<file path="src/design/char_lcd_bus_writer_macros.svh">
// Assertion helpers used by the display writer's back end.
`ifndef CHAR_LCD_BUS_WRITER_MACROS_SVH
`define CHAR_LCD_BUS_WRITER_MACROS_SVH

// Same-cycle implication, checked while out of reset.
`define CLBW_ASSERT_NOW(label, clk, rst_n, ante, cons, msg) \
	label: assert property (@(posedge clk) disable iff (!rst_n) (ante) |-> (cons)) \
		else $error(msg);

// Next-cycle implication, checked while out of reset.
`define CLBW_ASSERT_NEXT(label, clk, rst_n, ante, cons, msg) \
	label: assert property (@(posedge clk) disable iff (!rst_n) (ante) |=> (cons)) \
		else $error(msg);

`endif

</file>
<file path="src/design/clbw_pkg.sv">
package clbw_pkg;

	localparam int unsigned QUEUE_DEPTH_DEF = 2;
	localparam int unsigned PHASE_W = 3;

	localparam logic [15:0] HOLD_TICKS_RESET = 16'd1000;

	localparam logic [1:0] KIND_COMMAND = 2'd0;
	localparam logic [1:0] KIND_CHAR    = 2'd1;
	localparam logic [1:0] KIND_CURSOR  = 2'd2;
	localparam logic [1:0] KIND_NONE    = 2'd3;

	localparam logic [PHASE_W-1:0] PHASE_FIRST     = 3'd0;
	localparam logic [PHASE_W-1:0] PHASE_HI_NIBBLE = 3'd2;
	localparam logic [PHASE_W-1:0] PHASE_STROBE_LO = 3'd3;
	localparam logic [PHASE_W-1:0] PHASE_LO_NIBBLE = 3'd5;
	localparam logic [PHASE_W-1:0] PHASE_LAST_4BIT = 3'd6;
	localparam logic [PHASE_W-1:0] PHASE_LAST_8BIT = 3'd3;

	localparam logic [7:0] CURSOR_CMD_BIT = 8'h80;
	localparam logic [7:0] LOW_HALF_MASK  = 8'h0F;
	localparam logic [7:0] HIGH_HALF_MASK = 8'hF0;

	typedef enum logic [1:0] {
		CFG_FOUR_BIT_BUS   = 2'd0,
		CFG_NIBBLE_UPPER   = 2'd1,
		CFG_HOLD_TICKS     = 2'd2
	} cfg_index_t;

	typedef enum logic [1:0] {
		BK_IDLE,
		BK_SHOW,
		BK_HOLD
	} back_state_t;

	typedef struct packed {
		logic       rs;
		logic [7:0] value;
	} xfer_t;

	typedef struct packed {
		logic        four_bit_bus;
		logic        nibble_on_upper_pins;
		logic [15:0] hold_ticks;
	} cfg_t;

	function automatic logic [7:0] row_base(input logic [1:0] row);
		logic [7:0] base;
		case (row)
			2'd0: base = 8'h00;
			2'd1: base = 8'h40;
			2'd2: base = 8'h10;
			default: base = 8'h50;
		endcase
		return base;
	endfunction

	// Set-DDRAM-address command; base plus column never carries past bit 6.
	function automatic logic [7:0] cursor_cmd(input logic [1:0] row, input logic [3:0] column);
		return (row_base(row) + {4'd0, column}) | CURSOR_CMD_BIT;
	endfunction

	function automatic logic [7:0] place_nibble(input logic [7:0] port, input logic [3:0] nib,
		input logic upper);
		logic [7:0] placed;
		if (upper) begin
			placed = (port & LOW_HALF_MASK) | {nib, 4'd0};
		end else begin
			placed = (port & HIGH_HALF_MASK) | {4'd0, nib};
		end
		return placed;
	endfunction

	// E is low on the first phase and on every phase that closes a strobe.
	function automatic logic phase_enable(input logic [PHASE_W-1:0] phase);
		return (phase != PHASE_FIRST) && (phase != PHASE_STROBE_LO) &&
			(phase != PHASE_LAST_4BIT);
	endfunction

endpackage

</file>
<file path="src/design/clbw_front.sv">
module clbw_front
	import clbw_pkg::*;
(
	input  logic       clk,
	input  logic       arst_n,
	input  logic       in_valid,
	output logic       in_stall,
	input  logic [1:0] kind,
	input  logic [7:0] byte_value,
	input  logic [1:0] row,
	input  logic [3:0] column,
	output logic       push_valid,
	output xfer_t      push_xfer,
	input  logic       push_ready
);

	logic  valid_s1;
	xfer_t xfer_s1;
	xfer_t xfer_d;
	logic  in_accept;

	assign in_stall   = valid_s1 && !push_ready;
	assign in_accept  = in_valid && !in_stall;
	assign push_valid = valid_s1;
	assign push_xfer  = xfer_s1;

	always_comb begin
		xfer_d.rs = (kind == KIND_CHAR);
		case (kind)
			KIND_CURSOR: xfer_d.value = cursor_cmd(row, column);
			default:     xfer_d.value = byte_value;
		endcase
	end

	// A KIND_NONE request is taken off the channel and dropped here.
	always_ff @(posedge clk or negedge arst_n) begin
		if (!arst_n) begin
			valid_s1 <= 1'b0;
		end else if (in_accept) begin
			valid_s1 <= (kind != KIND_NONE);
		end else if (push_ready) begin
			valid_s1 <= 1'b0;
		end
	end

	always_ff @(posedge clk) begin
		if (in_accept) begin
			xfer_s1 <= xfer_d;
		end
	end

endmodule

</file>
<file path="src/design/clbw_queue.sv">
module clbw_queue
	import clbw_pkg::*;
#(
	parameter int unsigned DEPTH = QUEUE_DEPTH_DEF
) (
	input  logic  clk,
	input  logic  arst_n,
	input  logic  push_valid,
	input  xfer_t push_xfer,
	output logic  push_ready,
	output logic  pop_valid,
	output xfer_t pop_xfer,
	input  logic  pop_ready
);

	localparam int unsigned PTR_W = (DEPTH > 1) ? $clog2(DEPTH) : 1;
	localparam int unsigned CNT_W = $clog2(DEPTH + 1);
	localparam logic [CNT_W-1:0] FULL_COUNT = CNT_W'(DEPTH);
	localparam logic [PTR_W-1:0] LAST_SLOT  = PTR_W'(DEPTH - 1);

	xfer_t            slot_q [DEPTH];
	logic [PTR_W-1:0] wr_ptr_q;
	logic [PTR_W-1:0] rd_ptr_q;
	logic [CNT_W-1:0] count_q;
	logic             push;
	logic             pop;

	assign push_ready = (count_q != FULL_COUNT);
	assign pop_valid  = (count_q != '0);
	assign pop_xfer   = slot_q[rd_ptr_q];
	assign push       = push_valid && push_ready;
	assign pop        = pop_valid && pop_ready;

	always_ff @(posedge clk or negedge arst_n) begin
		if (!arst_n) begin
			wr_ptr_q <= '0;
			rd_ptr_q <= '0;
			count_q  <= '0;
		end else begin
			if (push) begin
				wr_ptr_q <= (wr_ptr_q == LAST_SLOT) ? '0 : wr_ptr_q + 1'b1;
			end
			if (pop) begin
				rd_ptr_q <= (rd_ptr_q == LAST_SLOT) ? '0 : rd_ptr_q + 1'b1;
			end
			case ({push, pop})
				2'b10:   count_q <= count_q + 1'b1;
				2'b01:   count_q <= count_q - 1'b1;
				default: count_q <= count_q;
			endcase
		end
	end

	always_ff @(posedge clk) begin
		if (push) begin
			slot_q[wr_ptr_q] <= push_xfer;
		end
	end

endmodule

</file>
<file path="src/design/clbw_back.sv">
`include "char_lcd_bus_writer_macros.svh"

module clbw_back
	import clbw_pkg::*;
(
	input  logic       clk,
	input  logic       arst_n,
	input  cfg_t       cfg,
	input  logic       pop_valid,
	input  xfer_t      pop_xfer,
	output logic       pop_ready,
	output logic       out_valid,
	input  logic       out_stall,
	output logic       reg_select,
	output logic       read_write,
	output logic       enable,
	output logic [7:0] data_pins,
	output logic       last_phase
);

	back_state_t        state_q;
	back_state_t        state_d;
	logic [PHASE_W-1:0] phase_q;
	logic [PHASE_W-1:0] phase_next;
	logic               en_q;
	logic               last_q;
	logic               rs_q;
	logic [7:0]         port_q;
	logic [7:0]         port_next;
	logic [7:0]         byte_q;
	logic               four_q;
	logic               upper_q;
	logic [15:0]        hold_cnt_q;
	logic               hold_done;
	logic               pop;
	logic               out_accept;
	logic               advance;

	assign hold_done  = (hold_cnt_q <= 16'd1);
	assign pop        = pop_valid && pop_ready;
	assign out_accept = out_valid && !out_stall;
	assign advance    = (state_q == BK_HOLD) && hold_done && !last_q;
	assign phase_next = phase_q + 1'b1;

	assign reg_select = rs_q;
	assign read_write = 1'b0;
	assign enable     = en_q;
	assign data_pins  = port_q;
	assign last_phase = last_q;

	always_comb begin
		state_d = state_q;
		unique case (state_q)
			BK_IDLE: begin
				if (pop_valid) begin
					state_d = BK_SHOW;
				end
			end
			BK_SHOW: begin
				if (!out_stall) begin
					state_d = BK_HOLD;
				end
			end
			BK_HOLD: begin
				if (hold_done) begin
					state_d = last_q ? BK_IDLE : BK_SHOW;
				end
			end
			default: state_d = BK_IDLE;
		endcase
	end

	always_comb begin
		pop_ready = 1'b0;
		out_valid = 1'b0;
		unique case (state_q)
			BK_IDLE: pop_ready = 1'b1;
			BK_SHOW: out_valid = 1'b1;
			BK_HOLD: ;
			default: ;
		endcase
	end

	// The port changes only when a new nibble or byte goes onto the pins.
	always_comb begin
		port_next = port_q;
		if (phase_next == PHASE_HI_NIBBLE) begin
			port_next = four_q ? place_nibble(port_q, byte_q[7:4], upper_q) : byte_q;
		end else if (phase_next == PHASE_LO_NIBBLE) begin
			port_next = place_nibble(port_q, byte_q[3:0], upper_q);
		end
	end

	always_ff @(posedge clk or negedge arst_n) begin
		if (!arst_n) begin
			state_q <= BK_IDLE;
			phase_q <= PHASE_FIRST;
			en_q    <= 1'b0;
			last_q  <= 1'b0;
			rs_q    <= 1'b0;
			port_q  <= '0;
		end else begin
			state_q <= state_d;
			if (pop) begin
				phase_q <= PHASE_FIRST;
				en_q    <= 1'b0;
				last_q  <= 1'b0;
				rs_q    <= pop_xfer.rs;
			end else if (advance) begin
				phase_q <= phase_next;
				en_q    <= phase_enable(phase_next);
				last_q  <= four_q ? (phase_next == PHASE_LAST_4BIT) :
					(phase_next == PHASE_LAST_8BIT);
				port_q  <= port_next;
			end
		end
	end

	// Mode per transfer; user changes configuration only while idle (no check).
	always_ff @(posedge clk) begin
		if (pop) begin
			byte_q  <= pop_xfer.value;
			four_q  <= cfg.four_bit_bus;
			upper_q <= cfg.nibble_on_upper_pins;
		end
		if (out_accept) begin
			hold_cnt_q <= cfg.hold_ticks;
		end else if (state_q == BK_HOLD && !hold_done) begin
			hold_cnt_q <= hold_cnt_q - 16'd1;
		end
	end

	`CLBW_ASSERT_NOW(a_last_drops_e, clk, arst_n, out_valid && last_phase, !enable,
		"final phase must leave E low")
	`CLBW_ASSERT_NOW(a_last_at_mode_end, clk, arst_n, out_valid && last_phase,
		(phase_q == (four_q ? PHASE_LAST_4BIT : PHASE_LAST_8BIT)),
		"final phase flagged at the wrong position for the bus mode")
	`CLBW_ASSERT_NEXT(a_pop_starts_transfer, clk, arst_n, pop,
		out_valid && !enable && !last_phase && phase_q == PHASE_FIRST,
		"a new transfer must open with E low at the first phase")
	`CLBW_ASSERT_NOW(a_phase_in_range, clk, arst_n, out_valid,
		(phase_q <= (four_q ? PHASE_LAST_4BIT : PHASE_LAST_8BIT)),
		"phase counter ran past the end of the transfer")

endmodule

</file>
<file path="src/design/char_lcd_bus_writer.sv">
// Parallel write interface for an HD44780-style character display.
// Input channel (in_valid/in_stall): one request per transfer; kind selects a
// command byte, a display character, or a cursor move to row/column. Kind 3
// is taken and dropped. Configuration (cfg_valid/cfg_ready, always ready):
// index 0 four_bit_bus, 1 nibble_on_upper_pins, 2 hold_ticks; write only when
// no request is in flight.
// Output channel (out_valid/out_stall): one pin snapshot per phase, RS, RW, E,
// the whole data port and a last_phase flag. A transfer is 4 phases on an
// 8-bit bus and 7 phases on a 4-bit bus, high nibble first.
// Timing: a request accepted while the writer is idle passes the front register
// and the queue before its first phase is offered. Each phase is offered on the
// output and, once taken, held while a counter loaded from hold_ticks runs
// down; the writer returns to idle between transfers, and the hold counter
// sets the rate.
// A short queue behind the front register lets new requests be taken while a
// transfer is on the bus.
// Reset clears the queue, drives the port latch and RS low, and restores
// 4-bit mode on the upper pins with a hold of 1000. A stall on the output
// freezes the current snapshot and starts its hold only once it is taken.
module char_lcd_bus_writer
	import clbw_pkg::*;
#(
	parameter int unsigned QUEUE_DEPTH = QUEUE_DEPTH_DEF
) (
	input  logic        clk,
	input  logic        arst_n,
	input  logic        cfg_valid,
	output logic        cfg_ready,
	input  logic [1:0]  cfg_index,
	input  logic [15:0] cfg_data,
	input  logic        in_valid,
	output logic        in_stall,
	input  logic [1:0]  kind,
	input  logic [7:0]  byte_value,
	input  logic [1:0]  row,
	input  logic [3:0]  column,
	output logic        out_valid,
	input  logic        out_stall,
	output logic        reg_select,
	output logic        read_write,
	output logic        enable,
	output logic [7:0]  data_pins,
	output logic        last_phase
);

	cfg_t  cfg_q;
	logic  push_valid;
	logic  push_ready;
	xfer_t push_xfer;
	logic  pop_valid;
	logic  pop_ready;
	xfer_t pop_xfer;

	assign cfg_ready = 1'b1;

	always_ff @(posedge clk or negedge arst_n) begin
		if (!arst_n) begin
			cfg_q.four_bit_bus         <= 1'b1;
			cfg_q.nibble_on_upper_pins <= 1'b1;
			cfg_q.hold_ticks           <= HOLD_TICKS_RESET;
		end else if (cfg_valid && cfg_ready) begin
			unique case (cfg_index)
				CFG_FOUR_BIT_BUS: cfg_q.four_bit_bus         <= cfg_data[0];
				CFG_NIBBLE_UPPER: cfg_q.nibble_on_upper_pins <= cfg_data[0];
				CFG_HOLD_TICKS:   cfg_q.hold_ticks           <= cfg_data;
				default: ;
			endcase
		end
	end

	clbw_front u_front (
		.clk        (clk),
		.arst_n     (arst_n),
		.in_valid   (in_valid),
		.in_stall   (in_stall),
		.kind       (kind),
		.byte_value (byte_value),
		.row        (row),
		.column     (column),
		.push_valid (push_valid),
		.push_xfer  (push_xfer),
		.push_ready (push_ready)
	);

	clbw_queue #(
		.DEPTH (QUEUE_DEPTH)
	) u_queue (
		.clk        (clk),
		.arst_n     (arst_n),
		.push_valid (push_valid),
		.push_xfer  (push_xfer),
		.push_ready (push_ready),
		.pop_valid  (pop_valid),
		.pop_xfer   (pop_xfer),
		.pop_ready  (pop_ready)
	);

	clbw_back u_back (
		.clk        (clk),
		.arst_n     (arst_n),
		.cfg        (cfg_q),
		.pop_valid  (pop_valid),
		.pop_xfer   (pop_xfer),
		.pop_ready  (pop_ready),
		.out_valid  (out_valid),
		.out_stall  (out_stall),
		.reg_select (reg_select),
		.read_write (read_write),
		.enable     (enable),
		.data_pins  (data_pins),
		.last_phase (last_phase)
	);

endmodule

</file>
<file path="config.mk">
export PLATFORM = sky130hd
export DESIGN_NAME = char_lcd_bus_writer
export DESIGN_NICKNAME = d
export VERILOG_FILES = /design/src/design/clbw_pkg.sv /design/src/design/clbw_front.sv /design/src/design/clbw_queue.sv /design/src/design/clbw_back.sv /design/src/design/char_lcd_bus_writer.sv
export VERILOG_INCLUDE_DIRS = /design/src /design/src/design
export SDC_FILE = /design/constraint.sdc
export NUM_CORES = 1
export LEC_CHECK = 0
export BUFFER_PORTS_ARGS = -buffer_cell sky130_fd_sc_hd__buf_2
export CAP_MARGIN = 20
export CORE_UTILIZATION = 25
export CTS_CLUSTER_SIZE = 30
export DETAILED_ROUTE_END_ITERATION = 10
export PLACE_DENSITY = 0.43
export SLEW_MARGIN = 20
export SYNTH_ARGS = -nofsm -noshare
export SYNTH_HDL_FRONTEND = slang
export SYNTH_HIERARCHICAL = 1
export SYNTH_SLANG_ARGS = --single-unit
</file>
<file path="constraint.sdc">
create_clock -name clk -period 4 [get_ports clk]
set_input_delay 0.6 -clock clk [delete_from_list [all_inputs] [get_ports clk]]
set_output_delay 0.6 -clock clk [all_outputs]
set_load 0.005 [all_outputs]
</file>
# Word-level counts from Yosys, hierarchy flattened
# Memories as Yosys holds them, arrays and structs flattened.
# Index checks and enable logic that the tools add are counted.
# Widths: inputs -> output; s select.
# classes
n_addsub	7
n_lt_le_gt_ge	1
n_eq_ne	21
muxes	31
n_bitwise	5
n_reduce_logical	30
# ops
op	n
$mux 8	5
$mux 16	2
$pmux 7 s3	1
$le 16x1->1 const B	1
$or 4x8->8	2
$or 8x4->8	2
$sub 16x1->16 const B	1
$mux 1	14
$mux 7	2
$reduce_bool 2->1	6
$eq 2x1->1 const B	5
$eq 2x2->1 const B	5
$logic_and 1x1->1	10
$add 7x4->7	1
$eq 3x2->1 const B	2
$eq 3x3->1 const B	2
$logic_not 2->1	3
$mux 2	3
$mux 3	2
$ne 2x2->1 const B	3
$pmux 2 s3	1
$reduce_and 2->1	3
$reduce_and 3->1	2
$logic_not 1->1	5
other kinds (10)	12
# totals
ff_bits	74
ramBits	18
mem_count	1
# mem_list
name	words	word_bits	rd	rd_ports_with_merged_regs	write_ports	line_no	source
u_queue.slot_q	2	9	1	0	1	clbw_queue.sv:21	xfer_t slot_q [DEPTH];

# Logic depth before layout (Yosys ltp)
# logic_depth
ltp_word	6
ltp_mapped	7
depth_no_buf	6

# By module
# The synthesis kept the hierarchy.
# modules_own_cells
module	instances	cells_per_inst	area_each_um2	seq_area_each_um2
clbw_back	1	205	2212.1	1181.1
clbw_queue	1	45	842.1	640.6
char_lcd_bus_writer	1	42	758.2	460.4
clbw_front	1	25	436.7	295.3

# Worst setup path before layout
# OpenSTA, ideal clock, no wires.
# synth_timing
kind	reg-to-reg
startpoint	register u_back.hold_cnt_q[0]
endpoint	register u_back.hold_cnt_q[0], enable pin
setup_time_ns	0.411
arrival_ns	2.334
path_slack_ns	1.255
path_stages_with_launch	6
period_less_slack_ns	2.745
cell_sequence	edfxtp_1 inv_1 ha_1 o21ai_0 o31ai_1 o21ai_0
# synth_via
elab_chain_cells	4
# synth_lines
element	line_no	source
start: declaration	clbw_back.sv:33	logic [15:0] hold_cnt_q;
start signal: assignment	clbw_back.sv:127	hold_cnt_q <= cfg.hold_ticks;
start signal: assignment	clbw_back.sv:129	hold_cnt_q <= hold_cnt_q - 16'd1;
$le 16x1->1	clbw_back.sv:39	assign hold_done = (hold_cnt_q <= 16'd1);
$logic_not 1->1	clbw_back.sv:128	end else if (state_q == BK_HOLD && !hold_done) begin
$logic_and 1x1->1	clbw_back.sv:128	
$reduce_bool 2->1 (no source line)	--	
# Every way passes these cells.
# A chain may end at the register's enable or synchronous reset.

# Worst setup path after layout
# layout_timing
startpoint	register u_back.hold_cnt_q[8]
endpoint	register u_back.port_q[1], in the netlist u_back/data_pins[1]
# layout_via
elab_chain_cells	4
# layout_lines
element	line_no	source
$le 16x1->1	clbw_back.sv:39	
$logic_and 1x1->1 (2 in a row)	clbw_back.sv:42	assign advance = (state_q == BK_HOLD) && hold_done && !last_q;
$reduce_and 3->1 (no source line)	--	
end signal: assignment	clbw_back.sv:114	port_q <= port_next;
end: declaration	clbw_back.sv:28	logic [7:0] port_q;
# Every way passes these cells.

==> out/results.tsv <==
metric	value	unit
startpoint	u_back/hold_cnt_q[8]	
wl_per_cell	13.0	um
use_met3	2.08	%
grt_pass1_vias	2627	
cts_buffer_depth	2	
hold_viol	0	
tns	0	ns
reg2reg_slack	1.36	ns
power.density	449	mW/mm2
die_w	132	um
critPathRequiredTime	4.22	ns
syn_area	0.00425	mm2
cap_violations	0	
nets	416	
hp-class	in -> async	
max-vdd-ir-drop	0.000195	V
clock.fmax	379	MHz
timing.hold.ws	0.394	ns
drt_pass1_iterations	4	
synth.distinct_cells	46	
clk_pin_slew_worst_paths	0.07	ns
timing.rr.start	u_back/hold_cnt_q[8]	
outcome	completed	
avgSynthCellArea	13.4	um2
wl	7720	um
cp.arrival	2.86	ns
grt_usage	9.71	%
min_period	2.64	ns
endpoint_kind	flip-flop	
hpwl	5490	um
path_depth	5	
layout-drive-gt1-share	32.6	%
rsz0062_at_grt	no	
syn_inst	317	
synth_edf_count	53	
path_cells	or3_4, or4_4, nor4_4, nand3_2, mux2_2	
via_count	2493	
grt.overflow.total	0	
ant_nets	0	
drc_errors	0	
grt_pass1_wl	13300	um
busiest_layer	met2	
period_share	66.0	%
total_leakage_power	2.02	nW
slew_headroom	38.6	%
clkSinkCount	92	
synth_flop_cell	edfxtp_1	
cts_tree	done	
yosys_warnings	6	
core	0.0166	mm2
crit_slowest_cell	nor4_4	
synthArstFlopShare	42.4	%
cts-root-buf	clkbuf_16	
rows	47	
ys_seq_area_share	60.7	%
drt-initial-drc-count	106	
cp_max_fo	10	
n_antenna_cell	0	
postCtsSetupBuffers	0	
fin_skew	0.00658	ns
io_buffer_count	51	
final_max_slew_viol_count	0	
cpLargestDelayFamily	simple AND/OR/NAND/NOR gates	
die-area	0.0175	mm2
gp_routability_congestion	0.735	
cts_buffers	9	
cts.repair.resized	0	
grt_max_degree	40	
yosysTopAreaCell	edfxtp_1	
synth_top_area_share	37.5	%
finalSetupViolCount	0	
via_per_inst	4.20	
synth.area.top_cells	edfxtp_1 (37%), dfrtp_1 (18%), mux2_2 (6.1%)	
endpoint	u_back/data_pins[1]	
met2_usage	15.1	%
critPathKind	reg -> reg	
clkLatencyLatePin	0.34	ns
antenna_found_initial	0	
r2r_cells	5	
critPathMaxStageDelay	0.65	ns
hold_buffers	0	
worst-slew-pin-transition	0.921	ns
cts.htree.levels	3	
syn_to_final_growth	18.5	%
die_h	132	um
timing.rr.end	u_back/data_pins[1]	
start_kind	flip-flop	
use_met1	12.7	%
crit_buf_inv	0	
ys_seq_elements	92	
start_util	25.6	%
ios	54	
synth_nets	364	
-- cell type report --
type / instances / area (um2)
clock buffers: 10 / 229
clock inverters: 6 / 72.6
fillers: 1713 / 11500
inverters: 5 / 18.8
multi-input cells: 208 / 1590
flip-flops and latches: 92 / 2580
well taps: 220 / 275
repair buffers: 53 / 270
-- registers in the layout, indices dropped and copies added, names as in the netlist, 2 cells and up --
| register | count |
|---|---|
| u_queue/count_q | 2 |
| u_back/hold_cnt_q | 16 |
| u_queue/slot_q | 18 |
| u_front/push_xfer | 9 |
| u_back/phase_q | 3 |
| u_back/data_pins | 8 |
| u_back/byte_q | 8 |
| u_back/state_q | 2 |
| cfg_q | 18 |
-- cell usage in the layout (no fill, tap or decap), types with 3 or more instances in the layout --
cell type	n
buf_2	51
a22oi_1	3
o21ai_0	21
and2_1	3
nand2_1	27
mux2_4	14
ha_1	8
nor3_1	5
xor2_1	7
xnor2_1	14
and3_1	4
o2bb2ai_1	3
nor2_1	21
inv_1	5
nand2b_1	6
mux2_1	5
dfrtp_1	31
nand3_1	8
nor2b_1	5
a21oi_1	4
mux2_2	23
edfxtp_1	53
dfstp_2	8
clkbuf_16	9
-- metal layers --
metal / part of all wire, % / vias to the layer above
met4: 1.9 / 0
met5: 0 / -
met1: 48 / 1195
li1: - / 1236
met2: 47 / 52
met3: 3.4 / 10
-- per-stage QoR --
stage | setup slack (ns) | instance area, um2 | util (%) | instances | total power (W)
after floorplan | 1.25 | 4250 | - | 317 | 0.00135
after global placement | 1.34 | 4730 | 28.5 | 578 | 0.00142
after detailed placement | 1.32 | 4730 | 28.5 | 578 | 0.00143
after CTS | 1.32 | 5030 | 30.4 | 594 | 0.00231
after global routing | 1.18 | 5030 | 30.4 | 594 | 0.00238
final | 1.36 | 5030 | 30.4 | 594 | 0.00226
-- where the power goes --
group	switching, W	internal [W]
combinational	0.0000957	0.000107
sequential	0.0000522	0.00115
clock	0.000364	0.000493
total	0.000512	0.00175
-- worst min path at each step --
stage	startpoint	endpoint	slack, ns	cells after the start
floorplan	arst_n	cfg_q[0]	0.30	0
global placement	u_front/push_xfer[3]	u_queue/slot_q[0][3]	0.42	0
detailed placement	u_front/push_xfer[3]	u_queue/slot_q[0][3]	0.44	0
CTS	arst_n	cfg_q[2]	0.44	1
global route	arst_n	cfg_q[2]	0.47	1
finish	arst_n	cfg_q[4]	0.39	1
-- Yosys cell counts, types with 5 or more instances --
library cell and n:
clkbuf_1 8, dfrtp_1 31, dfstp_2 8, edfxtp_1 53, ha_1 8, inv_1 5, mux2_1 5, mux2_2 23
mux2_4 14, nand2_1 27, nand2b_1 6, nand3_1 8, nor2_1 21, nor2b_1 5, nor3_1 5, o21ai_0 22
xnor2_1 14, xor2_1 7
-- kinds of logic (layout without fill, tap and decap cells) --
group,count (synthesis),after routing,share of synthesized area [%]
simple gates,92,92,11.6
mux,44,44,12.8
other cells,2,2,0.177
buf+inv,17,74,1.88
compound gates,41,41,6.18
flops,92,92,60.7
fa+ha+maj,8,8,2.36
xor+xnor,21,21,4.33
(Power assumes the default switching activity.)
